<file path="src/rtl/bbe_pkg.sv">
// Shared types, constants and sizes of the box blur block.
// Depends on nothing; every other file of the block imports it.
package bbe_pkg;

  localparam int MAX_WIDTH  = 1024;
  localparam int MAX_HEIGHT = 1024;
  localparam int MAX_RADIUS = 10;

  localparam int STORE_ROWS = 2 * MAX_RADIUS + 2;
  localparam int W_W        = $clog2(MAX_WIDTH + 1);
  localparam int H_W        = $clog2(MAX_HEIGHT + 1);
  localparam int COL_W      = $clog2(MAX_WIDTH);
  localparam int ROW_W      = $clog2(MAX_HEIGHT);
  localparam int RAD_W      = $clog2(MAX_RADIUS + 1);
  localparam int RING_W     = $clog2(STORE_ROWS);
  localparam int ADDR_W     = RING_W + COL_W;
  localparam int MUL_W      = (W_W > H_W) ? W_W : H_W;
  localparam int N_W        = 2 * MUL_W;
  localparam int TAP_W      = $clog2(2 * MAX_RADIUS + 1);
  localparam int CNT_W      = $clog2((2 * MAX_RADIUS + 1) * (2 * MAX_RADIUS + 1) + 1);
  localparam int SUM_W      = $clog2(255 * (2 * MAX_RADIUS + 1) * (2 * MAX_RADIUS + 1) + 1);
  localparam int DCNT_W     = $clog2(SUM_W);
  localparam int PIX_W      = 24;

  localparam int CFG_IDX_W  = 2;
  localparam int CFG_DATA_W = 11;
  localparam int RADIUS_W   = 4;

  localparam logic [CFG_IDX_W-1:0] CFG_RADIUS = 2'd0;
  localparam logic [CFG_IDX_W-1:0] CFG_WIDTH  = 2'd1;
  localparam logic [CFG_IDX_W-1:0] CFG_HEIGHT = 2'd2;

  localparam logic [RADIUS_W-1:0]   RADIUS_RST = 4'd0;
  localparam logic [CFG_DATA_W-1:0] WIDTH_RST  = 11'd500;
  localparam logic [CFG_DATA_W-1:0] HEIGHT_RST = 11'd500;

  localparam logic REQ_PIXEL = 1'b0;
  localparam logic REQ_FLUSH = 1'b1;

  typedef enum logic [1:0] {F_IDLE, F_WAIT, F_MUL, F_CHK} front_state_e;
  typedef enum logic [2:0] {B_IDLE, B_TAP, B_DRAIN, B_DIV, B_OUT} back_state_e;

  typedef struct packed {
    logic [RAD_W-1:0] r;
    logic [W_W-1:0]   w;
    logic [H_W-1:0]   h;
  } cfg_t;

  typedef struct packed {
    logic [ROW_W-1:0]  row;
    logic [COL_W-1:0]  col;
    logic [RING_W-1:0] ring;
    logic              done;
  } job_t;

  typedef struct packed {
    logic              en;
    logic [RING_W-1:0] ring;
    logic [COL_W-1:0]  col;
    logic [PIX_W-1:0]  pix;
  } wr_t;

endpackage

</file>
<file path="src/rtl/bbe_job_fifo.sv">
// Two-entry queue of output jobs between the front and the back.
// Depends on bbe_pkg for the job type.
module bbe_job_fifo (
  input  logic          clk_i,
  input  logic          rst_ni,
  input  logic          push_i,
  input  bbe_pkg::job_t job_i,
  input  logic          pop_i,
  output bbe_pkg::job_t head_o,
  output logic          empty_o,
  output logic          full_o
);
  import bbe_pkg::*;

  job_t       slot_q [2];
  logic       wptr_q, rptr_q;
  logic [1:0] cnt_q;

  always_ff @(posedge clk_i) begin
    if (push_i) slot_q[wptr_q] <= job_i;
  end

  always_ff @(posedge clk_i or negedge rst_ni) begin
    if (!rst_ni) begin
      wptr_q <= 1'b0;
      rptr_q <= 1'b0;
      cnt_q  <= 2'd0;
    end else begin
      if (push_i) wptr_q <= ~wptr_q;
      if (pop_i) rptr_q <= ~rptr_q;
      cnt_q <= cnt_q + {1'b0, push_i} - {1'b0, pop_i};
    end
  end

  assign head_o  = slot_q[rptr_q];
  assign empty_o = (cnt_q == 2'd0);
  assign full_o  = (cnt_q == 2'd2);

endmodule

</file>
<file path="config.mk">
export PLATFORM = sky130hd
export DESIGN_NAME = bbe_job_fifo
export DESIGN_NICKNAME = d
export VERILOG_FILES = /design/src/rtl/bbe_pkg.sv /design/src/rtl/bbe_job_fifo.sv
export SDC_FILE = /design/constraint.sdc
export NUM_CORES = 1
export LEC_CHECK = 0
export ABC_AREA = 1
export BUFFER_PORTS_ARGS = -buffer_cell sky130_fd_sc_hd__buf_4
export CAP_MARGIN = 0
export CORE_MARGIN = 2
export CORE_UTILIZATION = 35
export CTS_CLUSTER_SIZE = 12
export DETAILED_ROUTE_END_ITERATION = 10
export GPL_TIMING_DRIVEN = 0
export PLACE_DENSITY = 0.55
export SYNTH_ARGS = -nofsm -noshare
export SYNTH_HDL_FRONTEND = slang
export SYNTH_SLANG_ARGS = --single-unit
export TNS_END_PERCENT = 1
</file>
<file path="constraint.sdc">
create_clock -name clk_i -period 4.1 [get_ports clk_i]
set_input_delay 0.41 -clock clk_i [delete_from_list [all_inputs] [get_ports clk_i]]
set_output_delay 0.41 -clock clk_i [all_outputs]
set_load 0.005 [all_outputs]
</file>
==> flow_summary.json, run 1 <==
{
  "status": "completed",
  "synthDistinctLibCells": 13,
  "yosys.area_share.simple": 0.06056,
  "std_cell_rows": 29,
  "grt_pass1_vias": 1306,
  "place_congestion": 0.6716,
  "globalRoute.totalOverflow": 0,
  "cts_made_buffers": 5,
  "avgRoutedWirePerCell_um": 12.56,
  "cp_max_fo": 26,
  "synth-seq-cells": 56,
  "total_power_mw": 1.799,
  "cts-hold-fix-buffers": 1,
  "antenna_found_initial": 0,
  "cp.required_ns": 4.02,
  "start_util": 0.3588,
  "grt.total_usage": 0.1134,
  "fp.dieArea_um2": 7092,
  "comb_power_share": 0.397,
  "boundaryPins": 58,
  "drc": 0,
  "hpwl_mm": 2.592,
  "drv_cap": 0,
  "clk_pin_slew_ns": 0.09,
  "p_per_area_nw_per_um2": 625.8,
  "routed_wl_mm": 3.819,
  "holdPathEnd": "slot_q[1][2]",
  "p_leak_nw": 1.242,
  "cts-root-buf": "clkbuf_8",
  "insertedDiodeCount": 0,
  "place_inst": 295,
  "synth.area.mux_share": 0,
  "layout.nets": 258,
  "drv_slew": 0,
  "clock_path_buffers": 2,
  "postSynthCellCount": 161,
  "dr.pass1.iters": 4,
  "clock_sinks": 56,
  "core_um2": 6277,
  "post_cts_buffers": 0,
  "reg2reg_depth": 2,
  "dieWidth_um": 84.22,
  "cts_tree": "yes",
  "clk_latency_ns": 0.30,
  "synthAdderAreaFrac": 0.01111,
  "ys_seq_area_frac": 0.7378,
  "tns_ns": 0,
  "cpLargestDelayFamily": "buffers and inverters",
  "ir_drop_v": 0.0002882,
  "synth_xor_xnor_area_share": 0.007778,
  "drtIter0Drc": 67,
  "fin_cells": 304,
  "arrival_ns": 1.61,
  "synth-compound-area-share": 0.09611,
  "ys_warn_count": 0,
  "syn_avg_cell_area_um2": 13.99,
  "syn_area_um2": 2252,
  "min_path_cells": 1,
  "min_period_ns": 1.683,
  "start_kind": "register",
  "cp.depth": 2,
  "hold_viol": 0,
  "grt_setup_unrepaired": "no",
  "port_buffers": 57,
  "r2r-end": "slot_q[1][12]",
  "grt_start_max_net_pins": 27,
  "area_growth_pct": 27.67,
  "tightest_slew_ns": 1.092,
  "critPathSlowestCell": "inv_1",
  "seqPwrFrac": 0.444,
  "final_design_area_no_fill_um2": 2875,
  "placed_area_um2": 2784,
  "worstPathCellList": "nand2_1 -> inv_1",
  "die_h_um": 84.22,
  "htreeDepth": 2,
  "r2r_setup_slack_ns": 2.42,
  "swShare": 0.3135,
  "synth_nets": 193,
  "r2r_start": "wptr_q",
  "cts.repair.resized": 0,
  "cp_slowest_stage_delay_ns": 0.79,
  "synth_top_family_by_area": "compound AO/OA/AOI/OAI gates",
  "worstSetupPathType": "reg2reg",
  "finalCritPeriodShare": 0.4105,
  "hold_class": "in2reg",
  "clock_skew_ns": 0.004155,
  "cp-end-kind": "register",
  "via_per_inst": 4.316,
  "switchingPower_uw": 564.1,
  "fmax_ghz": 0.5941,
  "vias": 1312,
  "power.share.clock": 0.159,
  "crit_buf_inv": 1,
  "internal-power_mw": 1.235,
  "postLayoutCoreUtil": 0.4580,
  "maxSlewHeadroom": 0.2712,
  "grt_first_pass_wirelength_mm": 6.203,
  "setup_viol": 0,
  "holdCritStartpoint": "job_i[2]",
  "antenna_left": 0,
  "final_layout_size_suffix_gt1_frac": 0.4097
}
[worst reg2reg max path, delay by kind of cell (launching register included)]
| kind | cells | cell delay (ns) |
|---|---|---|
| buffers and inverters | 1 | 0.79 |
| flip-flops | 1 | 0.44 |
| AND/OR/NAND/NOR | 1 | 0.07 |
[worst max-delay path by stage]
stage,slack [ns],end,startpoint
floorplan,2.14,slot_q[0][0],push_i
global placement,1.27,slot_q[0][12],push_i
detailed placement,2.29,slot_q[1][12],push_i
CTS,2.35,slot_q[1][7],wptr_q
global route,2.28,slot_q[1][12],wptr_q
finish,2.42,slot_q[1][12],wptr_q
[kinds of logic (layout without fill, tap and decap cells)]
logic type	after synthesis	after routing
AND/OR/NAND/NOR	36	36
flip-flops	56	56
buffers and inverters	39	105
adder cells (fa/ha/maj)	2	2
AO/OA/AOI/OAI	26	26
XOR/XNOR	2	2
[power groups by stage]
stage / combinational (mW) / sequential, mW / clock [mW]
5_1_grt: 0.803 / 0.811 / 0.316
2_1_floorplan: 0.409 / 0.804 / 0
3_3_place_gp: 0.731 / 0.811 / 0
6_report: 0.714 / 0.800 / 0.285
4_1_cts: 0.740 / 0.801 / 0.292
3_5_place_dp: 0.738 / 0.814 / 0
[cells in the mapped netlist, drive strengths merged]
master  number  area (um^2)
buf          6        71.31
dfrtp        4        100.1
edfxtp      52         1562
ha           2        25.02
inv         33        123.9
nand2       32        120.1
nand3        1        5.000
nor2         3        11.26
o21ai       26        216.5
xor2         2        17.52
[stage by stage]
| stage | setup WS (ns) | hold slack, ns |
|---|---|---|
| 6_report | 2.417 | 0.2833 |
| 2_1_floorplan | 2.142 | 0.1144 |
| 3_5_place_dp | 2.287 | 0.2104 |
| 3_3_place_gp | 1.265 | 0.2102 |
| 4_1_cts | 2.352 | 0.2746 |
| 5_1_grt | 2.279 | 0.2715 |
[registers in the layout, indices dropped and copies added (netlist names)]
register / cells
slot_q: 52
wptr_q: 1
rptr_q: 1
cnt_q: 2
[layer usage]
layer / global-route usage / wire (um) / vias up
li1: - / - / 666
met1: 0.1466 / 1645 / 599
met2: 0.1833 / 1863 / 41
met3: 0.03343 / 258 / 6
met4: 0.03959 / 52 / 0
met5: 0 / 0 / -
[placed cells by master (no fill, tap or decap), drive strengths merged]
cell / instances
buf: 63
xor2: 2
ha: 2
nand3: 1
nand2: 32
dfrtp: 4
clkbuf: 7
o21ai: 26
edfxtp: 52
dlygate4sd3: 1
inv: 33
nor2: 3
clkinv: 1
[area by class of cell]
class	instances	area, um^2
buffer	6	71.32
clock buffer	7	76.32
clock inverter	1	5.005
fill	607	3402
inverter	33	123.9
multi-input combinational	66	402.9
sequential	56	1662
tap	77	96.34
timing repair buffer	58	437.9
(Power assumes the default switching activity.)
==> run 2, diff against run 1 <==
--- a/config.mk
+++ b/config.mk
@@ -5,7 +5,7 @@
 export SDC_FILE = /design/constraint.sdc
 export NUM_CORES = 1
 export LEC_CHECK = 0
-export ABC_AREA = 1
+export ABC_AREA = 0
 export BUFFER_PORTS_ARGS = -buffer_cell sky130_fd_sc_hd__buf_4
 export CAP_MARGIN = 0
 export CORE_MARGIN = 2
@@ -13,7 +13,7 @@
 export CTS_CLUSTER_SIZE = 12
 export DETAILED_ROUTE_END_ITERATION = 10
 export GPL_TIMING_DRIVEN = 0
-export PLACE_DENSITY = 0.55
+export PLACE_DENSITY = 0.57
 export SYNTH_ARGS = -nofsm -noshare
 export SYNTH_HDL_FRONTEND = slang
 export SYNTH_SLANG_ARGS = --single-unit
==> constraint.sdc (replaced) <==
create_clock -name clk_i -period 1.37 [get_ports clk_i]
set_input_delay 0.137 -clock clk_i [delete_from_list [all_inputs] [get_ports clk_i]]
set_output_delay 0.137 -clock clk_i [all_outputs]
set_load 0.005 [all_outputs]
==> flow_summary.json, run 2 <==
{
  "cpLargestDelayFamily": "buffers and inverters",
  "fin_cells": 255,
  "drv_cap": 0,
  "cp-end-kind": "primary output",
  "cts_tree": "yes",
  "violations": "setup timing",
  "port_buffers": 57,
  "clock_skew_ns": 0.006433,
  "tightest_slew_ns": 0.7745,
  "ys_seq_area_frac": 0.7645,
  "ys_warn_count": 0,
  "fmax_ghz": 0.6582,
  "synthDistinctLibCells": 13,
  "std_cell_rows": 28,
  "syn_area_um2": 2173,
  "worstPathCellList": "buf_6 -> buf_12 -> mux2_4 -> buf_6",
  "synth-seq-cells": 56,
  "final_design_area_no_fill_um2": 3065,
  "n_fill_cell": 507,
  "hpwl_mm": 2.278,
  "setup_viol": 52,
  "avgRoutedWirePerCell_um": 13.79,
  "synth_top_area_cell": "edfxtp_1",
  "synth_commonest_cells": "edfxtp_1 (52), mux2_4 (19), mux2_2 (7)",
  "postLayoutCoreUtil": 0.5147,
  "dr.pass1.iters": 3,
  "boundaryPins": 58,
  "hold_class": "in2reg",
  "drc": 0,
  "largest_register": "slot_q",
  "post-place-ws_ns": -0.4680,
  "vias": 1129,
  "synth_edf_count": 52,
  "synth_flop_cell": "edfxtp_1",
  "setup_ws_ns": -0.1492,
  "postSynthCellCount": 96,
  "clk_latency_ns": 0.30,
  "area_growth_pct": 41.05,
  "fp.dieArea_um2": 6856,
  "hold_viol": 0,
  "yosysMostFrequentCell": "edfxtp_1",
  "via_per_inst": 4.427,
  "synthArstFlopShare": 0.07143,
  "core_um2": 5956,
  "cp.required_ns": 1.23,
  "arrival_ns": 1.38,
  "total_power_mw": 5.458,
  "min_period_ns": 1.519,
  "final_cell_mix": "edfxtp_1 (52), buf_4 (38), buf_6 (20)",
  "placed_area_um2": 2703,
  "cts-root-buf": "clkbuf_8",
  "routed_wl_mm": 3.516,
  "ys_top_cells_by_area": "edfxtp_1 (72%), mux2_4 (13%), dfrtp_1 (4.6%)",
  "grt_first_pass_wirelength_mm": 5.326,
  "p_leak_nw": 1.228,
  "htreeDepth": 2,
  "drtIter0Drc": 34,
  "clk_pin_slew_ns": 0.09,
  "place_inst": 228,
  "antenna_found_initial": 0,
  "synth_nets": 128,
  "syn_avg_cell_area_um2": 22.64,
  "globalRoute.totalOverflow": 0,
  "tns_ns": -5.328,
  "path_common_cell": "buf_6",
  "status": "complete, but fails checks",
  "die_h_um": 82.80,
  "clock_sinks": 56,
  "finalCritPeriodShare": 1.109,
  "final_layout_size_suffix_gt1_frac": 0.5389,
  "insertedDiodeCount": 0,
  "top_regs": "slot_q (52), cnt_q (2)",
  "worstSetupPathType": "reg2out",
  "crit_buf_inv": 3,
  "start_kind": "register",
  "dieWidth_um": 82.80,
  "layout.nets": 211,
  "critPathSlowestCell": "dfrtp_1",
  "p_per_area_nw_per_um2": 1780,
  "start_util": 0.3649,
  "place_congestion": 0.7396,
  "grt_start_max_net_pins": 27,
  "cp_max_fo": 10,
  "grt_setup_unrepaired": "yes",
  "ir_drop_v": 0.0008271,
  "grt.total_usage": 0.1009,
  "drv_slew": 0,
  "yosysTopAreaCellShare": 0.7185,
  "cp_slowest_stage_delay_ns": 0.38,
  "maxSlewHeadroom": 0.4826,
  "grt_pass1_vias": 1132,
  "antenna_left": 0,
  "clock_path_buffers": 2,
  "cts_made_buffers": 5,
  "whs_ns": 0.01871,
  "final_common_cell": "edfxtp_1",
  "largest_reg_flops": 52
}
[run 2: cell type report]
type	instances	area (um^2)	share of cell area
sequential	56	1663	0.5424
clock inverter	3	18.77	0.006122
timing repair buffer	76	699.4	0.2282
buffer	3	51.30	0.01673
inverter	2	7.507	0.002449
tap	75	93.84	0.03061
multi-input combinational	35	462.9	0.1510
clock buffer	5	68.82	0.02245
[run 2: power by group]
group / internal, mW / switching (mW) / total [mW]
combinational: 1.42 / 0.785 / 2.21
clock: 0.353 / 0.490 / 0.844
sequential: 2.29 / 0.119 / 2.41
total: 4.06 / 1.39 / 5.46
[run 2: repair_timing]
item,in CTS,in global routing
hold buffers,5,13
setup endpoints to repair,78,52
gates resized for setup,21,1
endpoints found under the hold margin,12,26
buffers inserted,1,0
[run 2: worst paths after layout]
path	to	slack [ns]	cells past startpoint	start
setup / recovery	head_o[17]	-0.15	4	rptr_q
hold / removal	rptr_q	0.02	2	pop_i
setup reg to reg	slot_q[0][21]	-0.08	1	wptr_q
hold reg to reg	wptr_q	0.54	1	wptr_q
max in group asynchronous	wptr_q	1.10	2	rst_ni
min in group asynchronous	cnt_q[0]	0.15	2	rst_ni
[run 2: routing by layer]
| layer | global-route usage | up-vias | routed length [um] |
|---|---|---|---|
| met2 | 0.1804 | 40 | 1913 |
| met5 | 0 | - | 0 |
| met3 | 0.03777 | 4 | 201 |
| met4 | 0.03577 | 0 | 29 |
| met1 | 0.1089 | 554 | 1372 |
| li1 | - | 531 | - |
[run 2: kinds of logic (layout without fill, tap and decap cells)]
kind of cell  Yosys count  in the layout  share of synthesized area
buf+inv                 5             89                    0.02706
simple gates            4              4                    0.01036
flops                  56             56                     0.7645
fa+ha+maj               2              2                    0.01151
mux                    26             26                     0.1675
xor+xnor                3              3                    0.01900
==> run 3, diff against run 2 <==
--- a/config.mk
+++ b/config.mk
@@ -8,12 +8,15 @@
 export ABC_AREA = 0
 export BUFFER_PORTS_ARGS = -buffer_cell sky130_fd_sc_hd__buf_4
 export CAP_MARGIN = 0
+export CORE_ASPECT_RATIO = 1.5
 export CORE_MARGIN = 2
 export CORE_UTILIZATION = 35
 export CTS_CLUSTER_SIZE = 12
 export DETAILED_ROUTE_END_ITERATION = 10
+export GPL_ROUTABILITY_DRIVEN = 1
 export GPL_TIMING_DRIVEN = 0
 export PLACE_DENSITY = 0.57
+export SLEW_MARGIN = 25
 export SYNTH_ARGS = -nofsm -noshare
 export SYNTH_HDL_FRONTEND = slang
 export SYNTH_SLANG_ARGS = --single-unit
==> flow_summary.json, run 3 (synthesized netlist as in run 2, its figures left out) <==
{
  "status": "complete, but fails checks",
  "violations": "setup timing",
  "multiInputGateArea_um2": 476.7,
  "regArea_um2": 1662,
  "worstSetupStartpoint": "rptr_q",
  "core_um2": 6087,
  "grt_pass1_vias": 1169,
  "drtIter0Drc": 15,
  "antenna_found_initial": 0,
  "drv_slew": 0,
  "cts_made_buffers": 5,
  "hold_viol": 0,
  "internal-power_mw": 4.252,
  "cp-end-kind": "primary output",
  "grt_setup_unrepaired": "yes",
  "vias": 1060,
  "place_inst": 227,
  "maxSlewHeadroom": 0.7158,
  "dr.pass1.iters": 4,
  "r2r-end": "slot_q[1][10]",
  "comb_power_share": 0.393,
  "p_per_area_nw_per_um2": 1909,
  "grt_start_max_net_pins": 27,
  "total_power_mw": 5.658,
  "area_growth_pct": 36.38,
  "dieWidth_um": 68.34,
  "endpoint": "head_o[19]",
  "post-place-ws_ns": -0.1298,
  "die_h_um": 100.5,
  "largest_register": "slot_q",
  "cts-root-buf": "clkbuf_8",
  "arrival_ns": 1.38,
  "n_fill_cell": 514,
  "ir_drop_v": 0.0008836,
  "seqPwrFrac": 0.427,
  "crit_buf_inv": 3,
  "worstSetupPathType": "reg2out",
  "largest_reg_flops": 52,
  "cp.required_ns": 1.23,
  "final_cell_mix": "edfxtp_1 (52), buf_4 (39), buf_6 (20)",
  "finalCritPeriodShare": 1.110,
  "clock_skew_ns": 0.008079,
  "drv_cap": 0,
  "setup_viol": 26,
  "cts_tree": "yes",
  "top_regs": "slot_q (52), cnt_q (2)",
  "critPathSlowestCell": "dfrtp_1",
  "layout.nets": 199,
  "htreeDepth": 2,
  "clk_pin_slew_ns": 0.10,
  "place_congestion": 0.6343,
  "boundaryPins": 58,
  "clock_path_buffers": 2,
  "via_per_inst": 4.380,
  "hold_class": "in2reg",
  "power.share.clock": 0.180,
  "p_leak_nw": 1.200,
  "path_common_cell": "buf_6",
  "r2r_setup_slack_ns": 0.09,
  "hpwl_mm": 2.479,
  "grt.total_usage": 0.1120,
  "antenna_left": 0,
  "routed_wl_mm": 3.514,
  "min_period_ns": 1.520,
  "tightest_slew_ns": 0.4254,
  "fin_cells": 242,
  "final_common_cell": "edfxtp_1",
  "worstPathCellList": "buf_6 -> buf_12 -> mux2_4 -> buf_6",
  "postLayoutCoreUtil": 0.4869,
  "start_util": 0.3570,
  "fp.dieArea_um2": 6869,
  "std_cell_rows": 35,
  "start_kind": "register",
  "reg2reg_depth": 1,
  "grt_first_pass_wirelength_mm": 5.464,
  "clock_sinks": 56,
  "r2r_start": "wptr_q",
  "final_design_area_no_fill_um2": 2964,
  "drc": 0,
  "setup_ws_ns": -0.1500,
  "cp.depth": 4,
  "cp_max_fo": 10,
  "avgRoutedWirePerCell_um": 14.52,
  "cpLargestDelayFamily": "buffers and inverters",
  "swShare": 0.2485,
  "tns_ns": -3.549,
  "cp_slowest_stage_delay_ns": 0.38,
  "final_layout_size_suffix_gt1_frac": 0.5833,
  "port_buffers": 57,
  "switchingPower_mw": 1.406,
  "globalRoute.totalOverflow": 0,
  "placed_area_um2": 2703,
  "insertedDiodeCount": 0,
  "clk_latency_ns": 0.30,
  "whs_ns": 0.01350,
  "fmax_ghz": 0.6579
}
[run 3: layout make-up]
type,instances,area share
Buffer,3,0.01731
Clock buffer,6,0.02448
Clock inverter,2,0.01182
Inverter,2,0.002533
Multi-Input combinational cell,36,0.1608
Sequential cell,56,0.5606
Tap cell,74,0.03124
Timing Repair Buffer,63,0.1912
[run 3: how the worst min path moves through the flow]
| stage | startpoint | end | slack [ns] | depth (start not counted) |
|---|---|---|---|---|
| 2_1_floorplan | rst_ni | cnt_q[0] | -0.16 | 0 |
| 3_3_place_gp | rst_ni | cnt_q[0] | -0.07 | 1 |
| 3_5_place_dp | rst_ni | cnt_q[1] | -0.06 | 1 |
| 4_1_cts | job_i[3] | slot_q[1][3] | 0.003 | 1 |
| 5_1_grt | job_i[25] | slot_q[0][25] | 0.0002 | 1 |
| 6_report | job_i[3] | slot_q[0][3] | 0.01 | 1 |
[run 3: what timing repair did]
item                                    CTS  global route
hold endpoints to repair                  5             4
cloned                                    0             1
endpoints found under the setup margin   78            53
buffers inserted                          2             0
resized for setup                        20             1
hold buffers                              2             2
[run 3: metal layers]
layer	GRT usage	up-vias	routed length [um]
li1	-	508	-
met1	0.1087	515	1163
met2	0.2121	32	2084
met3	0.02682	5	201
met4	0.05077	0	64
met5	0	-	0
[run 3: power groups by stage]
stage	clock network (mW)	registers, mW	logic (mW)
6_report	1.02	2.42	2.22
5_1_grt	1.12	2.45	2.41
4_1_cts	1.06	2.41	2.27
3_5_place_dp	0	2.45	1.98
3_3_place_gp	0	2.42	1.93
2_1_floorplan	0	2.41	1.19
